<file path="config.mk">
export PLATFORM = sky130hd
export DESIGN_NAME = countdown_frame_parser
export DESIGN_NICKNAME = d
export VERILOG_FILES = /design/src/rtl/cfp_pkg.sv /design/src/rtl/cfp_frame_track.sv /design/src/rtl/countdown_frame_parser.sv
export SDC_FILE = /design/constraint.sdc
export NUM_CORES = 1
export LEC_CHECK = 0
export BUFFER_PORTS_ARGS = -buffer_cell sky130_fd_sc_hd__buf_2
export CELL_PAD_IN_SITES_DETAIL_PLACEMENT = 1
export CELL_PAD_IN_SITES_GLOBAL_PLACEMENT = 2
export CORE_AREA = 2 2 124 126
export DETAILED_ROUTE_END_ITERATION = 8
export DIE_AREA = 0 0 126 128
export GPL_TIMING_DRIVEN = 1
export PLACE_DENSITY = 0.86
export SLEW_MARGIN = 10
export SYNTH_ARGS = -nofsm -noshare
export SYNTH_HDL_FRONTEND = slang
export SYNTH_HIERARCHICAL = 1
export SYNTH_SLANG_ARGS = --single-unit
</file>
<file path="constraint.sdc">
create_clock -name aclk -period 4.5 [get_ports aclk]
set_input_delay 0.45 -clock aclk [delete_from_list [all_inputs] [get_ports aclk]]
set_output_delay 0.45 -clock aclk [all_outputs]
set_load 0.01 [all_outputs]
</file>
<file path="src/rtl/cfp_pkg.sv">
// shared types and constants for the countdown frame parser
`timescale 1ns / 1ps
`default_nettype none

package cfp_pkg;

    // longest frame accepted as valid, in bytes
    localparam logic [8:0] MAX_FRAME = 9'd128;
    // shortest possible frame: two header bytes, count byte, checksum
    localparam logic [8:0] MIN_FRAME = 9'd4;
    // byte index of the entry count
    localparam logic [7:0] POS_COUNT = 8'd2;
    // byte index of the first entry control byte
    localparam logic [7:0] POS_ENTRY = 8'd3;
    localparam logic [7:0] POS_LAST  = 8'd255;

    // colour code in control bits 1..0
    localparam logic [1:0] COLOUR_DARK   = 2'b00;
    localparam logic [1:0] COLOUR_GREEN  = 2'b01;
    localparam logic [1:0] COLOUR_YELLOW = 2'b10;
    localparam logic [1:0] COLOUR_RED    = 2'b11;

    typedef struct packed {
        logic [7:0] data_byte;
        logic       last_byte;
    } cfp_in_t;

    typedef struct packed {
        logic       frame_ok;
        logic       channel_found;
        logic [7:0] green_count;
        logic [7:0] yellow_count;
        logic [7:0] red_count;
        logic       green_new;
        logic       yellow_new;
        logic       red_new;
        logic       dark_mode;
        logic       blind_mode;
    } cfp_out_t;

    // frame verdict handed from the frame tracker to the top level
    typedef struct packed {
        logic       ok;
        logic       found;
        logic [7:0] ctl;
        logic [7:0] val;
    } cfp_frame_end_t;

endpackage

`default_nettype wire

</file>
<file path="src/rtl/cfp_frame_track.sv">
// per-frame tracking: position, running xor, entry count and matching entry
`timescale 1ns / 1ps
`default_nettype none

module cfp_frame_track
    import cfp_pkg::*;
(
    input  wire logic           aclk,
    input  wire logic           aresetn,
    input  wire logic           accept,
    input  wire cfp_in_t        in_data,
    input  wire logic [4:0]     channel,
    output cfp_frame_end_t      frame_end
);

    logic [7:0] pos_reg, pos_next;
    logic [7:0] xor_reg, xor_next;
    logic [7:0] total_reg, total_next;
    logic [7:0] hold_reg, hold_next;
    logic       found_reg, found_next;
    logic [7:0] ctl_reg, ctl_next;
    logic [7:0] val_reg, val_next;

    logic [7:0] offset;
    logic       in_entries;
    logic [8:0] frame_len;
    logic [9:0] need_len;

    assign offset     = pos_reg - POS_ENTRY;
    assign in_entries = (pos_reg >= POS_ENTRY) && ({1'b0, offset[7:1]} < total_reg);
    assign frame_len  = {1'b0, pos_reg} + 9'd1;
    assign need_len   = {1'b0, total_reg, 1'b0} + 10'd4;

    always_comb begin
        frame_end.ok    = (frame_len >= MIN_FRAME) && (frame_len <= MAX_FRAME)
                          && ({1'b0, frame_len} == need_len)
                          && (xor_reg == in_data.data_byte);
        frame_end.found = frame_end.ok && found_reg;
        frame_end.ctl   = ctl_reg;
        frame_end.val   = val_reg;
    end

    always_comb begin
        pos_next   = pos_reg;
        xor_next   = xor_reg;
        total_next = total_reg;
        hold_next  = hold_reg;
        found_next = found_reg;
        ctl_next   = ctl_reg;
        val_next   = val_reg;
        if (accept) begin
            if (in_data.last_byte) begin
                // every frame end restarts the per-frame state
                pos_next   = '0;
                xor_next   = '0;
                total_next = '0;
                hold_next  = '0;
                found_next = 1'b0;
                ctl_next   = '0;
                val_next   = '0;
            end else begin
                if (pos_reg == POS_COUNT) begin
                    total_next = in_data.data_byte;
                end
                if (pos_reg >= POS_COUNT) begin
                    xor_next = xor_reg ^ in_data.data_byte;
                end
                if (in_entries) begin
                    if (!offset[0]) begin
                        hold_next = in_data.data_byte;
                    end else if (!found_reg && (hold_reg[7:3] == channel)) begin
                        found_next = 1'b1;
                        ctl_next   = hold_reg;
                        val_next   = in_data.data_byte;
                    end
                end
                if (pos_reg != POS_LAST) begin
                    pos_next = pos_reg + 8'd1;
                end
            end
        end
    end

    always_ff @(posedge aclk) begin
        if (!aresetn) begin
            pos_reg   <= '0;
            xor_reg   <= '0;
            total_reg <= '0;
            hold_reg  <= '0;
            found_reg <= 1'b0;
            ctl_reg   <= '0;
            val_reg   <= '0;
        end else begin
            pos_reg   <= pos_next;
            xor_reg   <= xor_next;
            total_reg <= total_next;
            hold_reg  <= hold_next;
            found_reg <= found_next;
            ctl_reg   <= ctl_next;
            val_reg   <= val_next;
        end
    end

endmodule

`default_nettype wire

</file>
<file path="src/rtl/countdown_frame_parser.sv">
// top level of the countdown frame parser: persistent counts and result register
//
//   channel   direction  ports                       payload
//   input     in         s_valid / s_ready / s_data  cfp_in_t, one frame byte
//   result    out        m_valid / m_ready / m_data  cfp_out_t, one per frame end
//   config    in         cfg_valid / cfg_ready       cfg_data, 5-bit channel number
//
// one byte per cycle while s_ready is high: each byte goes through the frame tracker and
// the count update in the cycle it is taken, and a frame's result sits in the result register
// in the cycle after its checksum byte is taken
// s_ready drops only while a result waits and m_ready is low
// synchronous active-low reset clears counts, flags, channel and frame state
`timescale 1ns / 1ps
`default_nettype none

module countdown_frame_parser
    import cfp_pkg::*;
(
    input  wire logic       aclk,
    input  wire logic       aresetn,
    // input byte stream
    input  wire logic       s_valid,
    output logic            s_ready,
    input  wire cfp_in_t    s_data,
    // frame results
    output logic            m_valid,
    input  wire logic       m_ready,
    output cfp_out_t        m_data,
    // channel register write
    input  wire logic       cfg_valid,
    output logic            cfg_ready,
    input  wire logic [4:0] cfg_data
);

    logic           s_accept;
    cfp_frame_end_t frame_end;

    // configured channel
    logic [4:0] channel_reg;

    // persistent counts and sticky flags
    logic [7:0] green_reg, green_next;
    logic [7:0] yellow_reg, yellow_next;
    logic [7:0] red_reg, red_next;
    logic [3:0] flags_reg, flags_next;   // green, yellow, red, dark from bit 0
    logic       blind_reg, blind_next;

    // result register
    logic       m_valid_reg;
    cfp_out_t   m_data_reg;
    cfp_out_t   result;

    // take a byte whenever the result slot is free or being emptied
    assign s_ready   = !m_valid_reg || m_ready;
    assign s_accept  = s_valid && s_ready;
    assign cfg_ready = 1'b1;
    assign m_valid   = m_valid_reg;
    assign m_data    = m_data_reg;

    cfp_frame_track u_track (
        .aclk      (aclk),
        .aresetn   (aresetn),
        .accept    (s_accept),
        .in_data   (s_data),
        .channel   (channel_reg),
        .frame_end (frame_end)
    );

    // apply the held entry of a valid frame at its checksum byte
    always_comb begin
        green_next  = green_reg;
        yellow_next = yellow_reg;
        red_next    = red_reg;
        flags_next  = flags_reg;
        blind_next  = blind_reg;
        if (s_accept && s_data.last_byte && frame_end.found) begin
            unique case (frame_end.ctl[1:0])
                COLOUR_GREEN: begin
                    green_next    = frame_end.val;
                    flags_next[0] = 1'b1;
                end
                COLOUR_YELLOW: begin
                    yellow_next   = frame_end.val;
                    flags_next[1] = 1'b1;
                end
                COLOUR_RED: begin
                    red_next      = frame_end.val;
                    flags_next[2] = 1'b1;
                end
                COLOUR_DARK: begin
                    flags_next[3] = 1'b1;
                end
            endcase
            blind_next = frame_end.ctl[2];
        end
    end

    // result as seen after this frame's update
    always_comb begin
        result.frame_ok      = frame_end.ok;
        result.channel_found = frame_end.found;
        result.green_count   = green_next;
        result.yellow_count  = yellow_next;
        result.red_count     = red_next;
        result.green_new     = flags_next[0];
        result.yellow_new    = flags_next[1];
        result.red_new       = flags_next[2];
        result.dark_mode     = flags_next[3];
        result.blind_mode    = blind_next;
    end

    always_ff @(posedge aclk) begin
        if (!aresetn) begin
            channel_reg <= '0;
            green_reg   <= '0;
            yellow_reg  <= '0;
            red_reg     <= '0;
            flags_reg   <= '0;
            blind_reg   <= 1'b0;
            m_valid_reg <= 1'b0;
        end else begin
            if (cfg_valid && cfg_ready) begin
                channel_reg <= cfg_data;
            end
            green_reg  <= green_next;
            yellow_reg <= yellow_next;
            red_reg    <= red_next;
            flags_reg  <= flags_next;
            blind_reg  <= blind_next;
            // a checksum byte loads a request into the result slot
            if (s_accept && s_data.last_byte) begin
                m_valid_reg <= 1'b1;
            end else if (m_ready) begin
                m_valid_reg <= 1'b0;
            end
        end
    end

    // payload needs no reset
    always_ff @(posedge aclk) begin
        if (s_accept && s_data.last_byte) begin
            m_data_reg <= result;
        end
    end

endmodule

`default_nettype wire

</file>
==> results of run 1 <==
-- cell usage in the layout (no fill, tap or decap), drive strengths merged, types with 2 or more instances in the layout --
cell type	count
a21boi	22
a21o	2
a21oi	7
a31oi	6
a41oi	2
and2	3
and4	3
buf	59
bufinv	2
clkbuf	10
clkinv	3
dfxtp	79
edfxtp	31
ha	10
inv	14
mux2	25
mux2i	52
nand2	84
nand3	15
nand3b	16
nand4	7
nor2	11
nor2b	15
nor3	10
nor4	5
o211a	2
o21a	3
o21ai	23
o221a	2
or2	3
or3	4
xnor2	24
xor2	6
-- report_power, final --
| part | total (µW) | switching [µW] | leakage, µW | internal [µW] |
|---|---|---|---|---|
| combinational | 127 | 80.7 | 0.00129 | 46.1 |
| sequential | 1040 | 11.3 | 0.000937 | 1030 |
| clock | 899 | 385 | 0.000168 | 514 |
| total | 2070 | 477 | 0.00240 | 1590 |
-- critical path, cell delays in order, from the launching register on --
cell and delay [ns]:
dfxtp_1 0.58, ha_1 0.56, xnor2_4 0.11, xnor2_1 0.15, a2111oi_0 0.49, nand4_1 0.22
nor4_2 0.37, nor2b_1 0.30, nand4_2 0.48, mux2_2 0.46
-- worst max path at each step --
stage | end | slack [ns] | cells past startpoint
floorplan | m_data[10] | 1.39 | 11
global placement | m_data[14] | 0.88 | 9
detailed placement | m_data[20] | 0.63 | 9
CTS | m_data[20] | 0.56 | 9
global route | m_data[17] | 0.10 | 9
finish | m_data[20] | 0.53 | 9
-- metal layers --
layer,vias up,GRT usage
met2,66,0.297
met4,0,0.0368
met1,1999,0.197
met5,-,0
met3,10,0.0409
li1,1938,-
-- through the flow --
step	utilization	area, µm²	total power (µW)
6_report	0.414	6150	2070
3_5_place_dp	0.390	5800	1200
3_3_place_gp	0.390	5800	1190
4_1_cts	0.414	6150	2100
2_1_floorplan	-	5440	1150
5_1_grt	0.414	6150	2150
-- final cells by class --
class                           count  area [µm²]  area share
Multi-Input combinational cell    373        2690       0.438
Sequential cell                   110        2510       0.409
Timing Repair Buffer               59         315      0.0513
Clock buffer                       10         239      0.0389
Tap cell                          188         235      0.0383
Clock inverter                      6         105      0.0171
Inverter                           13        48.8     0.00794
==> impl_metrics.toml, run 1 <==
[route]
wl_met3_um = 426
drc = 0
avgRoutedWirePerCell_um = 17.1
first_pass_iters = 4
wl_met1_mm = 5.78
wl_met2_mm = 6.63
via_per_inst = 5.29
drtIter0Drc = 157
highest_layer = "met4"
vias = 4013
postRouteAntennaNets = 0
drt-total-wl_mm = 13.0

[clock_tree]
clock-sinks = 110
post_cts_resized = 0
clk_latency_ns = 0.35
tritoncts = "yes"
cts_max_path_buffers = 2
ctsRootBufferMaster = "clkbuf_16"
ctsHoldBuffers = 0
cts_inserted_buffers = 9
cts_setup_buffers = 0
cts_htree_levels = 3
clk_pin_slew_ns = 0.07

[placed_design]
gp_congestion = 0.806
io_buffer_count = 51
hpwl_mm = 9.13
dp_slack_ns = 0.632
dpl.cell_count = 743

[floorplan]
pin_count = 53
die_area_um2 = 16100
core_region_area_um2 = 14900
fp-row-count = 45
start_util = 0.366
die_h_um = 128
fp.dieW_um = 126

[status]
status = "finished, final reports clean"

[grt]
grt_usage = 0.164
antenna_found_initial = 0
grt.overflow.total = 0
grt_max_degree = 49
grt_pass1_wl_mm = 21.4
grt_pass1_vias = 4152

[setup_path]
r2r_cells = 9
startpoint = "u_track/pos_reg[1]"
critPathLaunchType = "register"
critPathRequiredTime_ns = 4.60
r2r_slack_ns = 0.53
rr_endpoint = "m_data[20]"
path_class = "register to register"
worstPathArrival_ns = 4.07
worstReg2RegStart = "u_track/pos_reg[1]"
end_kind = "register"
cp_max_fo = 16

[yosys]
avgSynthCellArea_um2 = 10.3
ys_warn_count = 6
synthCells = 529
synthesis.area_um2 = 5440
syn_nets = 558

[flow_run]
max-cap-violations = 0

[timing]
slew_violations = 0
finalHoldViolations = 0
holdWs_ns = 0.356
min_period_ns = 3.97
rsz0062_at_grt = "false"
fmax_mhz = 252
tightest_slew_ns = 0.823
slew_headroom = 0.449
fin_skew_ns = 0.00842
setup_violations = 0
fin_setup_tns_ns = 0
timing.final.crit_share = 0.881
fin_ws_ns = 0.535

[finish]
final_net_count = 595
fin_cells = 759
largest_register_ffs = 31
diodes = 0
area_growth_syn_to_layout_pct = 13.1
drive_above_1_share = 0.208
nFillCells = 1676

[worst_hold_path]
holdPathEnd = "channel_reg[4]"
min_from = "cfg_data[4]"
min-delay-path-class = "primary input to register"
min_path_cells = 3

[power_and_ir_drop]
leakage_uw = 0.00240
power_density_nw_per_um2 = 337
peakVddDrop_mv = 0.192
(Power assumes the default switching activity.)
==> run 2: changes to the inputs <==
--- a/config.mk
+++ b/config.mk
@@ -6,13 +6,14 @@
 export NUM_CORES = 1
 export LEC_CHECK = 0
 export BUFFER_PORTS_ARGS = -buffer_cell sky130_fd_sc_hd__buf_2
+export CAP_MARGIN = 20
 export CELL_PAD_IN_SITES_DETAIL_PLACEMENT = 1
-export CELL_PAD_IN_SITES_GLOBAL_PLACEMENT = 2
-export CORE_AREA = 2 2 124 126
+export CELL_PAD_IN_SITES_GLOBAL_PLACEMENT = 1
+export CORE_AREA = 2 2 115 117
 export DETAILED_ROUTE_END_ITERATION = 8
-export DIE_AREA = 0 0 126 128
-export GPL_TIMING_DRIVEN = 1
-export PLACE_DENSITY = 0.86
+export DIE_AREA = 0 0 117 119
+export GPL_TIMING_DRIVEN = 0
+export PLACE_DENSITY = 0.83
 export SLEW_MARGIN = 10
 export SYNTH_ARGS = -nofsm -noshare
 export SYNTH_HDL_FRONTEND = slang
==> run 2 against run 1 <==
  * Wire length increased by 7.1%
  * Clock power decreased by 14%
  * Global-route usage increased by 4.2 points
  * Sequential share of layout area decreased by 0.33 points
  * Combinational power increased by 6%
  * Sequential power about the same
  * Clock-buffer cell count unchanged
  * Core utilization increased by 6.8 points
  * Worst setup slack got worse by 0.12 ns
  * Total power decreased by 5.8%
  * Critical path depth increased by 2
  * Critical path type unchanged
  * Critical endpoint is now m_data[11]
  * Largest power group unchanged
==> impl_metrics.toml, run 2 (synthesis results as in run 1) <==
[route]
avgRoutedWirePerCell_um = 18.0
drt-total-wl_mm = 13.9
first_pass_iters = 4
drtIter0Drc = 166
via_per_inst = 5.38
drc = 0
vias = 4145
postRouteAntennaNets = 0

[power_and_ir_drop]
totalPowerFinal_uw = 1950
p_int_uw = 1470
power_frac_clock = 0.395
peakVddDrop_mv = 0.145
switchingPower_uw = 481
leakage_uw = 0.00243
seqPwrFrac = 0.535
p_sw_frac = 0.247
power_frac_comb = 0.069
power_density_nw_per_um2 = 314

[clock_tree]
clock-sinks = 110
cts_setup_buffers = 0
clk_pin_slew_ns = 0.07
cts_htree_levels = 3
tritoncts = "yes"
ctsRootBufferMaster = "clkbuf_16"
cts_inserted_buffers = 9
post_cts_resized = 0
clk_latency_ns = 0.36
cts_max_path_buffers = 2
ctsHoldBuffers = 0

[grt]
grt_max_degree = 32
grt_usage = 0.207
grt.overflow.total = 0
grt_pass1_wl_mm = 22.1
grt_pass1_vias = 4358
antenna_found_initial = 0

[timing]
setup_violations = 0
fmax_mhz = 245
timing.final.crit_share = 0.908
fin_skew_ns = 0.00891
slew_violations = 0
slew_headroom = 0.449
finalHoldViolations = 0
min_period_ns = 4.09
tightest_slew_ns = 0.824
fin_setup_tns_ns = 0
rsz0062_at_grt = "false"

[finish]
diodes = 0
area_growth_syn_to_layout_pct = 14.0
final_common_cell = "nand2_1"
mostFrequentLayoutCells = "84 x nand2_1, 79 x dfxtp_1, 55 x buf_2"
nFillCells = 1465
drive_above_1_share = 0.210
design_area_um2 = 6200
final_net_count = 619
fin_cells = 771
largest_register_ffs = 31

[floorplan]
pin_count = 53
die_h_um = 119
fp-row-count = 42
die_area_um2 = 13900
core_region_area_um2 = 12900
start_util = 0.422
fp.dieW_um = 117

[placed_design]
hpwl_mm = 10.3
gp_congestion = 0.848
dpl.cell_count = 755
place_area_um2 = 5910
io_buffer_count = 50

[setup_path]
crit_family = "simple AND/OR/NAND/NOR gates"
rr_endpoint = "m_data[11]"
worst-path-stages = 11
critPathBufInv = 2
startpoint = "u_track/pos_reg[0]"
cp_max_fo = 10
worstPathCellList = "clkbuf_1 > inv_1 > ha_1 > ha_1 > nand3_1 > nor2_1 > nand4_1 > nor4_2 > nand2_1 > nor4_4 > mux2_2"
crit_path_end = "m_data[11]"
crit_slowest_cell = "nor4_4"
worstReg2RegStart = "u_track/pos_reg[0]"
critPathLaunchType = "register"
path_class = "register to register"
end_kind = "register"
worstPathArrival_ns = 4.19
critPathMaxStageDelay_ns = 0.65
r2r_cells = 11
path_common_cell = "ha_1"
critPathRequiredTime_ns = 4.60
r2r_slack_ns = 0.41

[flow_run]
max-cap-violations = 0

[status]
status = "finished, final reports clean"

[worst_hold_path]
min-delay-path-class = "primary input to register"
## run 2: power groups by stage
stage | Combinational (µW) | Clock (µW) | Sequential (µW)
5_1_grt | 148 | 822 | 1050
3_5_place_dp | 134 | 0 | 1070
6_report | 135 | 770 | 1040
4_1_cts | 135 | 786 | 1040
2_1_floorplan | 77.0 | 0 | 1070
3_3_place_gp | 127 | 0 | 1070
## run 2: metal layers
layer  part of all wire  track usage  vias up
met2               0.52        0.365       93
met4              0.026       0.0912        0
met1               0.42        0.246     2039
li1                   -            -     1986
met5                  0            0        -
met3              0.035       0.0290       27
## run 2: worst min-delay path, cell delays in order
cell and delay [ns]:
buf_2 0.07, mux2i_1 0.05, nor2b_1 0.09
## run 2: metrics by stage
stage	hold WS [ns]	setup slack [ns]	util
2_1_floorplan	0.431	1.39	-
3_3_place_gp	0.440	0.507	0.459
3_5_place_dp	0.448	0.461	0.459
4_1_cts	0.342	0.439	0.481
5_1_grt	0.358	0.245	0.481
6_report	0.344	0.415	0.481
## run 2: worst min-delay path by stage
| stage | to | cells after the start | from |
|---|---|---|---|
| after global routing | channel_reg[3] | 3 | cfg_data[3] |
| after global placement | red_reg[4] | 2 | red_reg[4] |
| after floorplan | red_reg[2] | 2 | red_reg[2] |
| after CTS | channel_reg[3] | 3 | cfg_data[3] |
| after detailed placement | flags_reg[0] | 1 | flags_reg[0] |
| final | channel_reg[3] | 3 | cfg_data[3] |
## run 2: cell type report
type / count / area [µm²] / share of cell area
plain buffers: 33 / 186 / 0.0301
clock buffers: 10 / 229 / 0.0369
clock inverters: 6 / 53.8 / 0.00868
inverters: 13 / 48.8 / 0.00787
multi-input cells: 373 / 2700 / 0.435
flip-flops and latches: 110 / 2510 / 0.405
well taps: 176 / 220 / 0.0355
repair buffers: 50 / 250 / 0.0404
